## src/rtl/hrst_pkg.sv

```systemverilog
// ----------------------------------------------------------------------------
// hrst_pkg
// Shared types and constants of the hash ring successor table: command and
// status codes, the request and response payloads, and the control groups
// that run between the control, scan and memory parts.
// ----------------------------------------------------------------------------
package hrst_pkg;

   localparam int MAX_NODES   = 16;
   localparam int INDEX_WIDTH = $clog2(MAX_NODES);
   localparam int COUNT_WIDTH = INDEX_WIDTH + 1;
   localparam int POS_WIDTH   = 16;
   localparam int OUT_INDEX_WIDTH = 4;

   typedef logic [POS_WIDTH-1:0]       pos_type;
   typedef logic [INDEX_WIDTH-1:0]     index_type;
   typedef logic [COUNT_WIDTH-1:0]     count_type;
   typedef logic [OUT_INDEX_WIDTH-1:0] out_index_type;

   localparam count_type TABLE_FULL_COUNT = COUNT_WIDTH'(MAX_NODES);

   typedef enum logic [1:0] {
      CMD_LOOKUP = 2'd0,
      CMD_ADD    = 2'd1,
      CMD_CHECK  = 2'd2,
      CMD_NONE   = 2'd3
   } cmd_type;

   typedef enum logic [1:0] {
      STATUS_OK     = 2'd0,
      STATUS_FULL   = 2'd1,
      STATUS_EMPTY  = 2'd2,
      STATUS_NO_ADD = 2'd3
   } status_type;

   typedef struct packed {
      cmd_type cmd;
      pos_type key_position;
      pos_type node_position;
   } req_type;

   typedef struct packed {
      out_index_type owner_index;
      out_index_type new_index;
      logic          moves;
      status_type    status;
   } rsp_type;

   typedef struct packed {
      logic      start;
      pos_type   pos;
      count_type count;
   } scan_req_type;

   typedef struct packed {
      logic      done;
      index_type index;
      pos_type   value;
   } scan_rsp_type;

   typedef struct packed {
      logic      en;
      index_type addr;
      pos_type   data;
   } mem_wr_type;

   typedef struct packed {
      logic      en;
      index_type addr;
   } mem_rd_type;

endpackage

```

## src/rtl/hrst_pos_ram.sv

```systemverilog
// ----------------------------------------------------------------------------
// hrst_pos_ram
// Node position store: one write port, one read port with registered data.
// ----------------------------------------------------------------------------
module hrst_pos_ram
   import hrst_pkg::*;
(
   input  logic       clock,
   input  mem_wr_type wr,
   input  mem_rd_type rd,
   output pos_type    rd_data
);

   pos_type mem [MAX_NODES];
   pos_type rd_data_ff;

   always_ff @(posedge clock) begin
      if (wr.en) begin
         mem[wr.addr] <= wr.data;
      end
   end

   always_ff @(posedge clock) begin
      if (rd.en) begin
         rd_data_ff <= mem[rd.addr];
      end
   end

   assign rd_data = rd_data_ff;

endmodule

```

## src/rtl/hrst_succ_scan.sv

```systemverilog
// ----------------------------------------------------------------------------
// hrst_succ_scan
// Successor search: walks entries 0 to count-1 through the memory read port,
// one entry per cycle, and keeps the first smallest position at or above the
// search position, plus the first overall minimum for the wrap case.
// ----------------------------------------------------------------------------
module hrst_succ_scan
   import hrst_pkg::*;
(
   input  logic         clock,
   input  logic         reset,
   input  scan_req_type scan_req,
   output scan_rsp_type scan_rsp,
   output mem_rd_type   rd,
   input  pos_type      rd_data
);

   count_type issue_idx_ff, issue_idx_in;
   logic      issuing_ff, issuing_in;
   logic      data_vld_ff, data_vld_in;
   logic      data_last_ff, data_last_in;
   index_type data_idx_ff, data_idx_in;
   pos_type   pos_ff, pos_in;
   logic      found_ff, found_in;
   index_type best_ff, best_in;
   pos_type   best_val_ff, best_val_in;
   index_type lowest_ff, lowest_in;
   pos_type   lowest_val_ff, lowest_val_in;
   logic      done_ff, done_in;
   index_type res_idx_ff, res_idx_in;
   pos_type   res_val_ff, res_val_in;
   count_type last_idx;
   logic      issue_last;

   always_comb begin
      last_idx   = scan_req.count - COUNT_WIDTH'(1);
      issue_last = issuing_ff && (issue_idx_ff == last_idx);

      rd.en   = issuing_ff;
      rd.addr = issue_idx_ff[INDEX_WIDTH-1:0];

      issue_idx_in = issue_idx_ff;
      issuing_in   = issuing_ff;
      pos_in       = pos_ff;
      if (scan_req.start) begin
         issue_idx_in = '0;
         issuing_in   = 1'b1;
         pos_in       = scan_req.pos;
      end else if (issuing_ff) begin
         issue_idx_in = issue_idx_ff + COUNT_WIDTH'(1);
         if (issue_last) begin
            issuing_in = 1'b0;
         end
      end

      data_vld_in  = issuing_ff;
      data_last_in = issue_last;
      data_idx_in  = issue_idx_ff[INDEX_WIDTH-1:0];

      found_in      = scan_req.start ? 1'b0 : found_ff;
      best_in       = best_ff;
      best_val_in   = best_val_ff;
      lowest_in     = lowest_ff;
      lowest_val_in = lowest_val_ff;
      if (data_vld_ff) begin
         if ((data_idx_ff == '0) || (rd_data < lowest_val_ff)) begin
            lowest_in     = data_idx_ff;
            lowest_val_in = rd_data;
         end
         if ((rd_data >= pos_ff) && (!found_ff || (rd_data < best_val_ff))) begin
            found_in    = 1'b1;
            best_in     = data_idx_ff;
            best_val_in = rd_data;
         end
      end

      done_in    = data_vld_ff && data_last_ff;
      res_idx_in = found_in ? best_in : lowest_in;
      res_val_in = found_in ? best_val_in : lowest_val_in;
   end

   always_ff @(posedge clock) begin
      if (reset) begin
         issuing_ff  <= 1'b0;
         data_vld_ff <= 1'b0;
         done_ff     <= 1'b0;
      end else begin
         issuing_ff  <= issuing_in;
         data_vld_ff <= data_vld_in;
         done_ff     <= done_in;
      end
   end

   always_ff @(posedge clock) begin
      issue_idx_ff  <= issue_idx_in;
      data_last_ff  <= data_last_in;
      data_idx_ff   <= data_idx_in;
      pos_ff        <= pos_in;
      found_ff      <= found_in;
      best_ff       <= best_in;
      best_val_ff   <= best_val_in;
      lowest_ff     <= lowest_in;
      lowest_val_ff <= lowest_val_in;
      res_idx_ff    <= res_idx_in;
      res_val_ff    <= res_val_in;
   end

   assign scan_rsp.done  = done_ff;
   assign scan_rsp.index = res_idx_ff;
   assign scan_rsp.value = res_val_ff;

endmodule

```

## src/rtl/hash_ring_successor_table_unit.sv

```systemverilog
// ----------------------------------------------------------------------------
// hash_ring_successor_table_unit
// Successor table for a consistent-hashing ring: lookup, add and move check.
// ----------------------------------------------------------------------------
// A command is taken when start is high and busy is low; its single response
// appears on rsp_data for exactly one cycle with rsp_valid high and cannot be
// held off. Move checks, unused commands, a lookup on an empty table and the
// first add give their response in the cycle after the transfer, and busy stays
// low so a new command may follow at once. A lookup or add on a non-empty
// table scans all stored entries through the single read port of the position
// memory, one entry per cycle; busy stays high while the scan runs and falls in
// the cycle in which the response appears. The table holds up to 16 entries.
module hash_ring_successor_table_unit
   import hrst_pkg::*;
(
   input  logic    clock,
   input  logic    reset,
   input  logic    start,
   output logic    busy,
   input  req_type req_data,
   output logic    rsp_valid,
   output rsp_type rsp_data
);

   typedef enum logic [1:0] {
      ST_IDLE = 2'b01,
      ST_SCAN = 2'b10
   } state_type;

   state_type    state_ff, state_in;
   cmd_type      cmd_ff, cmd_in;
   pos_type      node_ff, node_in;
   count_type    count_ff, count_in;
   pos_type      last_new_ff, last_new_in;
   pos_type      last_succ_ff, last_succ_in;
   logic         add_seen_ff, add_seen_in;
   logic         rsp_valid_ff, rsp_valid_in;
   rsp_type      rsp_ff, rsp_in;

   scan_req_type scan_req;
   scan_rsp_type scan_rsp;
   mem_wr_type   mem_wr;
   mem_rd_type   mem_rd;
   pos_type      mem_rd_data;
   logic         accept;
   logic         key_moves;

   hrst_pos_ram u_pos_ram (
      .clock   (clock),
      .wr      (mem_wr),
      .rd      (mem_rd),
      .rd_data (mem_rd_data)
   );

   hrst_succ_scan u_succ_scan (
      .clock    (clock),
      .reset    (reset),
      .scan_req (scan_req),
      .scan_rsp (scan_rsp),
      .rd       (mem_rd),
      .rd_data  (mem_rd_data)
   );

   always_comb begin
      accept = start && (state_ff == ST_IDLE);

      // Wrapping arc when the successor sits above the new node.
      if (last_succ_ff > last_new_ff) begin
         key_moves = (req_data.key_position > last_succ_ff) ||
                     (req_data.key_position <= last_new_ff);
      end else begin
         key_moves = (req_data.key_position > last_succ_ff) &&
                     (req_data.key_position <= last_new_ff);
      end

      state_in     = state_ff;
      cmd_in       = cmd_ff;
      node_in      = node_ff;
      count_in     = count_ff;
      last_new_in  = last_new_ff;
      last_succ_in = last_succ_ff;
      add_seen_in  = add_seen_ff;
      rsp_valid_in = 1'b0;
      rsp_in       = rsp_ff;

      scan_req.start = 1'b0;
      scan_req.pos   = (req_data.cmd == CMD_ADD) ? req_data.node_position
                                                 : req_data.key_position;
      scan_req.count = count_ff;

      mem_wr.en   = 1'b0;
      mem_wr.addr = count_ff[INDEX_WIDTH-1:0];
      mem_wr.data = node_ff;

      unique case (state_ff)
         ST_IDLE: begin
            if (accept) begin
               cmd_in  = req_data.cmd;
               node_in = req_data.node_position;
               rsp_in  = '{owner_index: '0, new_index: '0, moves: 1'b0,
                           status: STATUS_OK};
               case (req_data.cmd)
                  CMD_LOOKUP, CMD_ADD: begin
                     if (count_ff == '0) begin
                        rsp_valid_in  = 1'b1;
                        rsp_in.status = STATUS_EMPTY;
                        if (req_data.cmd == CMD_ADD) begin
                           // First node is its own successor.
                           mem_wr.en    = 1'b1;
                           mem_wr.addr  = '0;
                           mem_wr.data  = req_data.node_position;
                           count_in     = COUNT_WIDTH'(1);
                           last_new_in  = req_data.node_position;
                           last_succ_in = req_data.node_position;
                           add_seen_in  = 1'b1;
                        end
                     end else begin
                        scan_req.start = 1'b1;
                        state_in       = ST_SCAN;
                     end
                  end
                  CMD_CHECK: begin
                     rsp_valid_in = 1'b1;
                     if (!add_seen_ff) begin
                        rsp_in.status = STATUS_NO_ADD;
                     end else begin
                        rsp_in.moves = key_moves;
                     end
                  end
                  default: begin
                     rsp_valid_in = 1'b1;
                  end
               endcase
            end
         end
         ST_SCAN: begin
            if (scan_rsp.done) begin
               state_in           = ST_IDLE;
               rsp_valid_in       = 1'b1;
               rsp_in.owner_index = OUT_INDEX_WIDTH'(scan_rsp.index);
               if (cmd_ff == CMD_ADD) begin
                  if (count_ff >= TABLE_FULL_COUNT) begin
                     rsp_in.status = STATUS_FULL;
                  end else begin
                     // Append the node behind the last entry.
                     mem_wr.en        = 1'b1;
                     rsp_in.new_index = OUT_INDEX_WIDTH'(count_ff);
                     count_in         = count_ff + COUNT_WIDTH'(1);
                     last_new_in      = node_ff;
                     last_succ_in     = scan_rsp.value;
                     add_seen_in      = 1'b1;
                  end
               end
            end
         end
         default: begin
            state_in = ST_IDLE;
         end
      endcase
   end

   always_ff @(posedge clock) begin
      if (reset) begin
         state_ff     <= ST_IDLE;
         count_ff     <= '0;
         last_new_ff  <= '0;
         last_succ_ff <= '0;
         add_seen_ff  <= 1'b0;
         rsp_valid_ff <= 1'b0;
      end else begin
         state_ff     <= state_in;
         count_ff     <= count_in;
         last_new_ff  <= last_new_in;
         last_succ_ff <= last_succ_in;
         add_seen_ff  <= add_seen_in;
         rsp_valid_ff <= rsp_valid_in;
      end
   end

   always_ff @(posedge clock) begin
      cmd_ff  <= cmd_in;
      node_ff <= node_in;
      rsp_ff  <= rsp_in;
   end

   assign busy      = (state_ff != ST_IDLE);
   assign rsp_valid = rsp_valid_ff;
   assign rsp_data  = rsp_ff;

endmodule
```

## config.mk

```make
export PLATFORM = sky130hd
export DESIGN_NAME = hash_ring_successor_table_unit
export DESIGN_NICKNAME = d
export VERILOG_FILES = /design/src/rtl/hrst_pkg.sv /design/src/rtl/hrst_pos_ram.sv /design/src/rtl/hrst_succ_scan.sv /design/src/rtl/hash_ring_successor_table_unit.sv
export SDC_FILE = /design/constraint.sdc
export NUM_CORES = 1
export LEC_CHECK = 0
export BUFFER_PORTS_ARGS = -buffer_cell sky130_fd_sc_hd__buf_2
export CORE_MARGIN = 1.5
export CORE_UTILIZATION = 40
export CTS_CLUSTER_SIZE = 16
export DETAILED_ROUTE_END_ITERATION = 16
export GPL_ROUTABILITY_DRIVEN = 0
export SYNTH_ARGS = -nofsm -noshare
export SYNTH_HDL_FRONTEND = slang
export SYNTH_HIERARCHICAL = 1
export SYNTH_SLANG_ARGS = --single-unit
```

## constraint.sdc

```tcl
create_clock -name clock -period 5.8 [get_ports clock]
set_clock_uncertainty 0.1 [all_clocks]
set_input_delay 0.58 -clock clock [delete_from_list [all_inputs] [get_ports clock]]
set_output_delay 0.58 -clock clock [all_outputs]
set_load 0.01 [all_outputs]
```

-- Word-level counts from Yosys, hierarchy flattened
Memories as Yosys holds them, arrays and structs flattened. A register that Yosys moved wholly into a read port is not among the register bits.
Cells that the tools add are included.
- bits of input ports: 37
- latch bits: 0
- memories: 1
- logic and storage cells: 159
- memory bits (writable): 256
- bits in registers: 160
- output and inout bits: 13
- memory bits (read-only): 0
- memory list (name ; words ; bits a word ; read ports ; clocked after memory_dff ; wr ports ; RTL line ; RTL):
    u_pos_ram.mem ; 16 ; 16 ; 1 ; 1 ; 1 ; hrst_pos_ram.sv:14 ; pos_type mem [MAX_NODES];
- equal/unequal tests: 16
- reduce and logical (&&, ||, !) cells: 21
- add/subtract/negate cells: 3
- multiply operators: 0
- $lt $le $gt $ge: 7
- bitwise operators: 0
- shift-type cells: 0
- divide/modulo/power cells: 0
- muxes and demuxes: 85
- operator list (kind ; count):
    2-to-1 mux 16 bit ; 16
    2-to-1 mux 21 bit ; 4
    case mux 16 bit (2 select lines) ; 2
    2-to-1 mux 5 bit ; 7
    greater-than comparator 16 bit ; 2
    less-than comparator 16 bit ; 2
    2-to-1 mux 1 bit ; 29
    2-to-1 mux 4 bit ; 7
    2-to-1 mux 20 bit ; 1
    2-to-1 mux 2 bit ; 9
    >= comparator 16 bit ; 1
    <= comparator 16 bit ; 1
    case mux 8 bit (2 select lines) ; 1
    case mux 2 bit (2 select lines) ; 3
    2-to-1 mux 11 bit ; 1
    adder 5 x 1 -> 5 bit (second input constant) ; 2
    inequality test 2 x 1 -> 1 bit (second input constant) ; 5
    inequality test 2 bit (second input constant) ; 5
    case mux 5 bit (2 select lines) ; 1
    AND reduction 5 bit ; 2
    2-to-1 mux 8 bit ; 1
    AND reduction 8 bit ; 1
    == test 2 x 1 -> 1 bit (second input constant) ; 3
    case mux 1 bit (2 select lines) ; 3
    15 further kinds ; 23

-- Logic depth before layout (Yosys ltp)
Gate-level depths: netlist of the first run.
- depth in word-level cells: 9
- mapped depth: 11
- mapped depth without buffers: 8

-- Hierarchy
Netlist of the first run, hierarchy kept.
- modules (own cells, without submodules) (module ; area an instance (um^2) ; cells an instance ; times used ; sequential area each (um^2)):
    hrst_pos_ram ; 10202.3 ; 432 ; 1 ; 8167.8
    hash_ring_successor_table_unit ; 4510.6 ; 498 ; 1 ; 1691.6
    hrst_succ_scan ; 4446.8 ; 420 ; 1 ; 1961.9

-- Least setup slack after synthesis of the first run
No wires, ideal clock.
- path kind: input -> register
- start: input port start
- end: memory u_pos_ram/mem[0][0] (netlist name) (enable)
- data arrival time: 3.598 ns
- cell stages on the path: 7
- required time: 5.291 ns
- buffers on the path: 1
- library setup time: 0.409 ns
- setup slack: 1.693 ns
- path through: nand2_1 inv_1 nand3_2 clkbuf_1 a21oi_1 or3b_2 nor3_1
- RTL lines (what ; RTL line ; RTL):
    from (decl) ; hash_ring_successor_table_unit.sv:18 ; input logic start,
    to (decl) ; hrst_pos_ram.sv:14 ;

==> impl_metrics.tcl, run 1 <==
set metrics [dict create \
    ctsRootBufferMaster "clkbuf_16" \
    grt_pass1_wl_microns 69000 \
    place_area_sq_um 19900 \
    setup.worst_path.start "state_ff[1]" \
    fmax_ghz 0.226 \
    post_drt_via_cell_ratio 5.51 \
    grt_setup_unrepaired "false" \
    max_stage_delay_ps 1090 \
    netlist_area_sq_um 19200 \
    cts_buffers 43 \
    portBuffers 49 \
    slew_violations 0 \
    crit_end "u_pos_ram/mem[12][15]" \
    outcome "complete, no violations" \
    antenna_found_initial 1 \
    cts_resized 0 \
    drv_cap 0 \
    crit_slowest_cell "nor3_2" \
    clock-sinks 432 \
    insertedDiodeCount 0 \
    grt_max_degree 76 \
    yosys.area.top_type "edfxtp_1" \
    dpl.hpwl_microns 31400 \
    finalInstanceArea_sq_um 21200 \
    synth_top_area_share_pct 49.7 \
    slew_headroom_pct 9.47 \
    start_util_pct 40.3 \
    drive_gt1_share_pct 19.2 \
    clock_latency_ps 560 \
    worstPathRequired_ps 5860 \
    n_fill_cell 4216 \
    setup_viol 0 \
    dieArea_sq_um 49200 \
    chipHeight_microns 222 \
    hold_viol_final 0 \
    tritoncts "built" \
    final_nets 1526 \
    fin_crit_ps 4430 \
    critPathKind "reg -> reg" \
    first_pass_iters 5 \
    worstMarginPinSlew_ps 1350 \
    dr.first_iter.drc_count 836 \
    reg2reg_to "u_pos_ram/mem[12][15]" \
    worst_slack_ps 1370 \
    wirelength_microns 45900 \
    powerDensity_nw_per_um2 389 \
    io_pins 50 \
    post-cts-setup-buffers 0 \
    cts-htree-levels 2 \
    die_x_microns 222 \
    yosysSeqAreaShare_pct 61.7 \
    track_usage_pct 18.7 \
    critPathCaptureType "flop" \
    drc 0 \
    ctsHoldBuffers 0 \
    synth_area_leaders "edfxtp_1, dfxtp_1, ha_1" \
    clk_path_buf_depth 3 \
    critPathLaunchType "flop" \
    drt-wirelength-per-cell_microns 22.6 \
    leakage_uw 0.00739 \
    clkTransAtPathRegs_ps 60 \
    dp_slack_ps 1270 \
    grt_pass1_vias 11043 \
    vdd_drop_max_v 0.000270 \
    r2r_start "state_ff[1]" \
    r2r_slack_ps 1370 \
    fin_crit_sh_pct 76.4 \
    vias 11202 \
    worstPathMaxFanout 23 \
    netlist_instances 1350 \
    ant_nets 0 \
    setup_tns_ps 0 \
    hp-start "req_data[10]" \
    cp.arrival_ps 4490 \
    rows 80 \
    reg2regPathDepth 8 \
    synth_flop_cell "edfxtp_1" \
    synth_edf_count 317 \
    coreArea_sq_um 47500 \
    synthArstFlopShare_pct 0 \
    cp_cell_sequence "inv_1, ha_1, nand2_1, inv_1, nand3_2, a21oi_1, nand3_1, nor3_2" \
    hold_class "in -> reg" \
    grt.overflow.total 0 \
    ys_seq_elements 432 \
    ys_types 65 \
    yosys_warnings 6 \
    synth_nets 1487 \
    cpMostUsedCell "inv_1" \
    syn_to_final_growth_pct 10.7 \
    avgSynthCellArea_sq_um 14.2 \
]
worst max-delay path, delay by kind of cell (launching register included):
kind | cells | cell delay, ps
buffers and inverters | 2 | 730
flip-flops | 1 | 320
adder cells (fa/ha/maj) | 1 | 210
AND/OR/NAND/NOR | 4 | 2090
AO/OA/AOI/OAI | 1 | 590
cells by family after synthesis:
logic type               after synthesis  share of synthesized area [%]
AO/OA/AOI/OAI                        243                           9.41
XOR/XNOR                               9                          0.411
adder cells (fa/ha/maj)              100                           6.53
buffers and inverters                163                           3.95
flip-flops                           432                           61.7
multiplexers                         116                           10.8
AND/OR/NAND/NOR                      287                           7.23
registers in the layout, summed over array words and instances (netlist names), 2 cells and up:
signal / count
u_pos_ram/rd_data: 16
last_succ_ff: 16
u_succ_scan/lowest_val_ff: 16
u_succ_scan/pos_ff: 16
u_succ_scan/lowest_ff: 4
u_succ_scan/data_idx_ff: 4
u_pos_ram/mem: 256
u_succ_scan/best_ff: 4
last_new_ff: 16
rsp_data: 11
node_ff: 16
count_ff: 5
state_ff: 2
u_succ_scan/best_val_ff: 16
u_succ_scan/res_val_ff: 16
cmd_ff: 2
u_succ_scan/issue_idx_ff: 5
u_succ_scan/res_idx_ff: 4
through the flow:
step           instances  power [uW]  hold slack, ps  util [%]
2_1_floorplan       1350        5150             298         -
3_3_place_gp        1959        5730             326      42.0
3_5_place_dp        1959        5770             322      42.0
4_1_cts             2032        8320             153      44.6
5_1_grt             2032        8610             163      44.6
6_report            2032        8240             176      44.6
placed cells by master, fill, tap and decap left out, types with 10 or more instances in the layout:
master / n
edfxtp_1: 317
dfxtp_1: 113
ha_1: 99
inv_1: 95
nand2_1: 82
nor2_1: 77
a21oi_1: 66
mux4_2: 54
mux2_2: 51
buf_2: 49
clkbuf_16: 43
a22oi_1: 32
nor2b_1: 26
a31oi_1: 25
o2bb2ai_1: 21
a211oi_2: 20
a211oi_1: 18
nand4_1: 18
and2_1: 15
nand3_1: 15
o21ai_0: 13
buf_4: 13
a21o_1: 12
nor2_2: 12
clkbuf_1: 11
mux4_1: 10
worst min-delay path by stage:
stage / endpoint / slack, ps / cells after the start
after floorplan: u_succ_scan/data_idx_ff[3] / 300 / 0
after global placement: u_succ_scan/done_ff / 330 / 2
after detailed placement: u_succ_scan/done_ff / 320 / 2
after CTS: node_ff[10] / 150 / 1
after global routing: node_ff[10] / 160 / 1
final: node_ff[10] / 180 / 1
power breakdown:
part	total, uW	switching, uW	internal [uW]
logic	1790	999	791
registers	3910	310	3600
clock network	2540	1120	1420
total	8240	2430	5810
layer usage:
| metal | track usage (%) | part of all wire [%] | vias up |
|---|---|---|---|
| met2 | 31.0 | 48 | 294 |
| met1 | 26.2 | 46 | 5643 |
| met5 | 0 | 0 | - |
| li1 | - | - | 5211 |
| met3 | 2.19 | 4.2 | 54 |
| met4 | 4.75 | 2.1 | 0 |
final cells by class:
cell class | instances | area, sq um | area share, %
tap | 615 | 769 | 3.63
clock buffer | 55 | 1130 | 5.33
timing repair buffer | 62 | 343 | 1.62
clock inverter | 18 | 133 | 0.625
sequential | 432 | 11800 | 55.7
multi-input combinational | 755 | 6660 | 31.4
inverter | 95 | 357 | 1.68
synthesized netlist by cell type (4+ instances only):
master / n
edfxtp_1: 317
a21oi_1: 66
clkbuf_1: 28
buf_1: 7
a22o_1: 4
o2bb2ai_1: 21
a22oi_1: 32
mux2_2: 51
dfxtp_1: 115
o21ai_0: 13
a2111oi_0: 4
nor2_1: 89
a211oi_1: 18
nand3b_1: 7
a211oi_2: 20
a31oi_1: 25
nand2b_1: 9
buf_6: 11
a21o_1: 12
and2_1: 15
buf_4: 14
nand4_1: 18
xnor2_1: 5
ha_1: 100
mux4_2: 54
inv_1: 95
nor3_1: 12
nor2b_1: 26
buf_2: 8
mux4_1: 10
xor2_1: 4
nand2_1: 82
nand3_1: 15
Note: power is estimated with default switching activity, not from simulation.
==> inputs of run 2 (changes only) <==
clock period = 4.6 ns   (was 5.8 ns; I/O delays follow)
==> run 2 against run 1 <==
Compared with the run above: routed wire length is 1.2% higher; largest cell class unchanged; global-route usage is 0.38 points higher; non-clock buffer count is 21 higher; cell count is 1.6% higher; clock power is 46% higher; sequential share of layout area is 1.1 points lower; design area is 2.1% higher; die area stayed put; sequential power is 27% higher; power is 32% higher.
==> impl_metrics.tcl, run 2 (same netlist as run 1, synthesis figures left out) <==
set metrics [dict create \
    clock-sinks 432 \
    layout_commonest_cell "edfxtp_1" \
    clk_path_buf_depth 3 \
    io_pins 50 \
    grt_pass1_vias 11545 \
    worstMarginPinSlew_ps 910 \
    dr.first_iter.drc_count 1001 \
    setup_viol 0 \
    grt.overflow.total 0 \
    critPathKind "reg -> reg" \
    die_x_microns 222 \
    mostFrequentLayoutCells "edfxtp_1, dfxtp_1, ha_1, inv_1, nand2_1" \
    rows 80 \
    grt_max_degree 76 \
    powerDensity_nw_per_um2 502 \
    dieArea_sq_um 49200 \
    post_drt_via_cell_ratio 5.51 \
    hold_viol_final 0 \
    wirelength_microns 46500 \
    chipHeight_microns 222 \
    worstPathMaxFanout 15 \
    hold_class "in -> reg" \
    power_uw 10900 \
    regArea_sq_um 11800 \
    tritoncts "built" \
    syn_to_final_growth_pct 13.0 \
    multiInputGateArea_sq_um 6650 \
    vdd_drop_max_v 0.000332 \
    holdWs_ps 21.5 \
    ant_nets 0 \
    clkTransAtPathRegs_ps 60 \
    grt_setup_unrepaired "false" \
    coreArea_sq_um 47500 \
    clock_latency_ps 570 \
    final_nets 1549 \
    antenna_found_initial 1 \
    outcome "complete, no violations" \
    ctsRootBufferMaster "clkbuf_16" \
    track_usage_pct 19.1 \
    fmax_ghz 0.314 \
    drt-wirelength-per-cell_microns 22.5 \
    insertedDiodeCount 0 \
    vias 11375 \
    n_fill_cell 4199 \
    drc 0 \
    cts_buffers 45 \
    portBuffers 49 \
    slew_violations 0 \
    grt_pass1_wl_microns 70800 \
    first_pass_iters 5 \
    critPathCaptureType "flop" \
    post-cts-setup-buffers 0 \
    slew_headroom_pct 39.4 \
    cts-htree-levels 2 \
    drv_cap 0 \
    dpl.hpwl_microns 31200 \
    fin_crit_sh_pct 69.3 \
    final_util_pct 45.5 \
    cp.arrival_ps 3530 \
    fin_crit_ps 3190 \
    drive_gt1_share_pct 21.1 \
    setup_tns_ps 0 \
    largest_reg_flops 256 \
    regMostFlops "u_pos_ram/mem" \
    critPathLaunchType "flop" \
    leakage_uw 0.00763 \
    start_util_pct 40.3 \
    worstPathRequired_ps 4950 \
]
## run 2: cell count changes in the layout (fill, tap and decap cells not counted), sizes merged
cell	change
buf	+20
bufinv	+4
clkinv	+4
clkbuf	+2
clkinvlp	+2
dlygate4sd3	+1
inv	-1
## run 2: worst paths after layout
kind / start / end / slack, ps / depth (start not counted)
setup / recovery: u_pos_ram/rd_data[10] / u_succ_scan/best_ff[2] / 1410 / 8
hold / removal: req_data[0] / node_ff[0] / 20 / 1
setup reg to reg: u_pos_ram/rd_data[10] / u_succ_scan/best_ff[2] / 1410 / 8
hold reg to reg: u_succ_scan/data_last_ff / u_succ_scan/done_ff / 340 / 2
## run 2: per-stage QoR
step                      std cells  setup WS (ps)  instance area [sq um]
after detailed placement       1979           1450                  20100
after floorplan                1350            514                  19200
after global placement         1979           1480                  20100
after global routing           2064           1170                  21700
after CTS                      2064           1410                  21700
final                          2064           1410                  21700
## run 2: worst max-delay path, cell delays in order (launching register included)
cell and delay (ps):
edfxtp_1 510, ha_1 380, a211oi_1 220, nand2_1 100, a2111oi_0 510, nor4_2 170, nor2_4 420, buf_4 310
mux2_2 350
## run 2: report_power, final
part	switching, uW	internal [uW]
Sequential	408	4540
Combinational	1200	1020
Clock	1550	2160
Total	3170	7720
## run 2: area by class of cell
cell class	instances	area share [%]
flip-flops and latches	432	54.6
repair buffers	83	2.50
clock inverters	27	1.42
multi-input cells	755	30.7
inverters	95	1.65
well taps	615	3.55
clock buffers	57	5.55
## run 2: per-layer routing
metal | up-vias | global-route usage (%) | wire [microns]
met3 | 63 | 2.48 | 2290
met4 | 0 | 5.19 | 943
met1 | 5750 | 26.4 | 21100
li1 | 5263 | - | -
met2 | 299 | 31.6 | 22200
met5 | - | 0 | 0
## run 2: timing repair
item	in CTS	in global routing
hold buffers	1	0
hold endpoints to repair	1	0
gates resized for setup	0	0
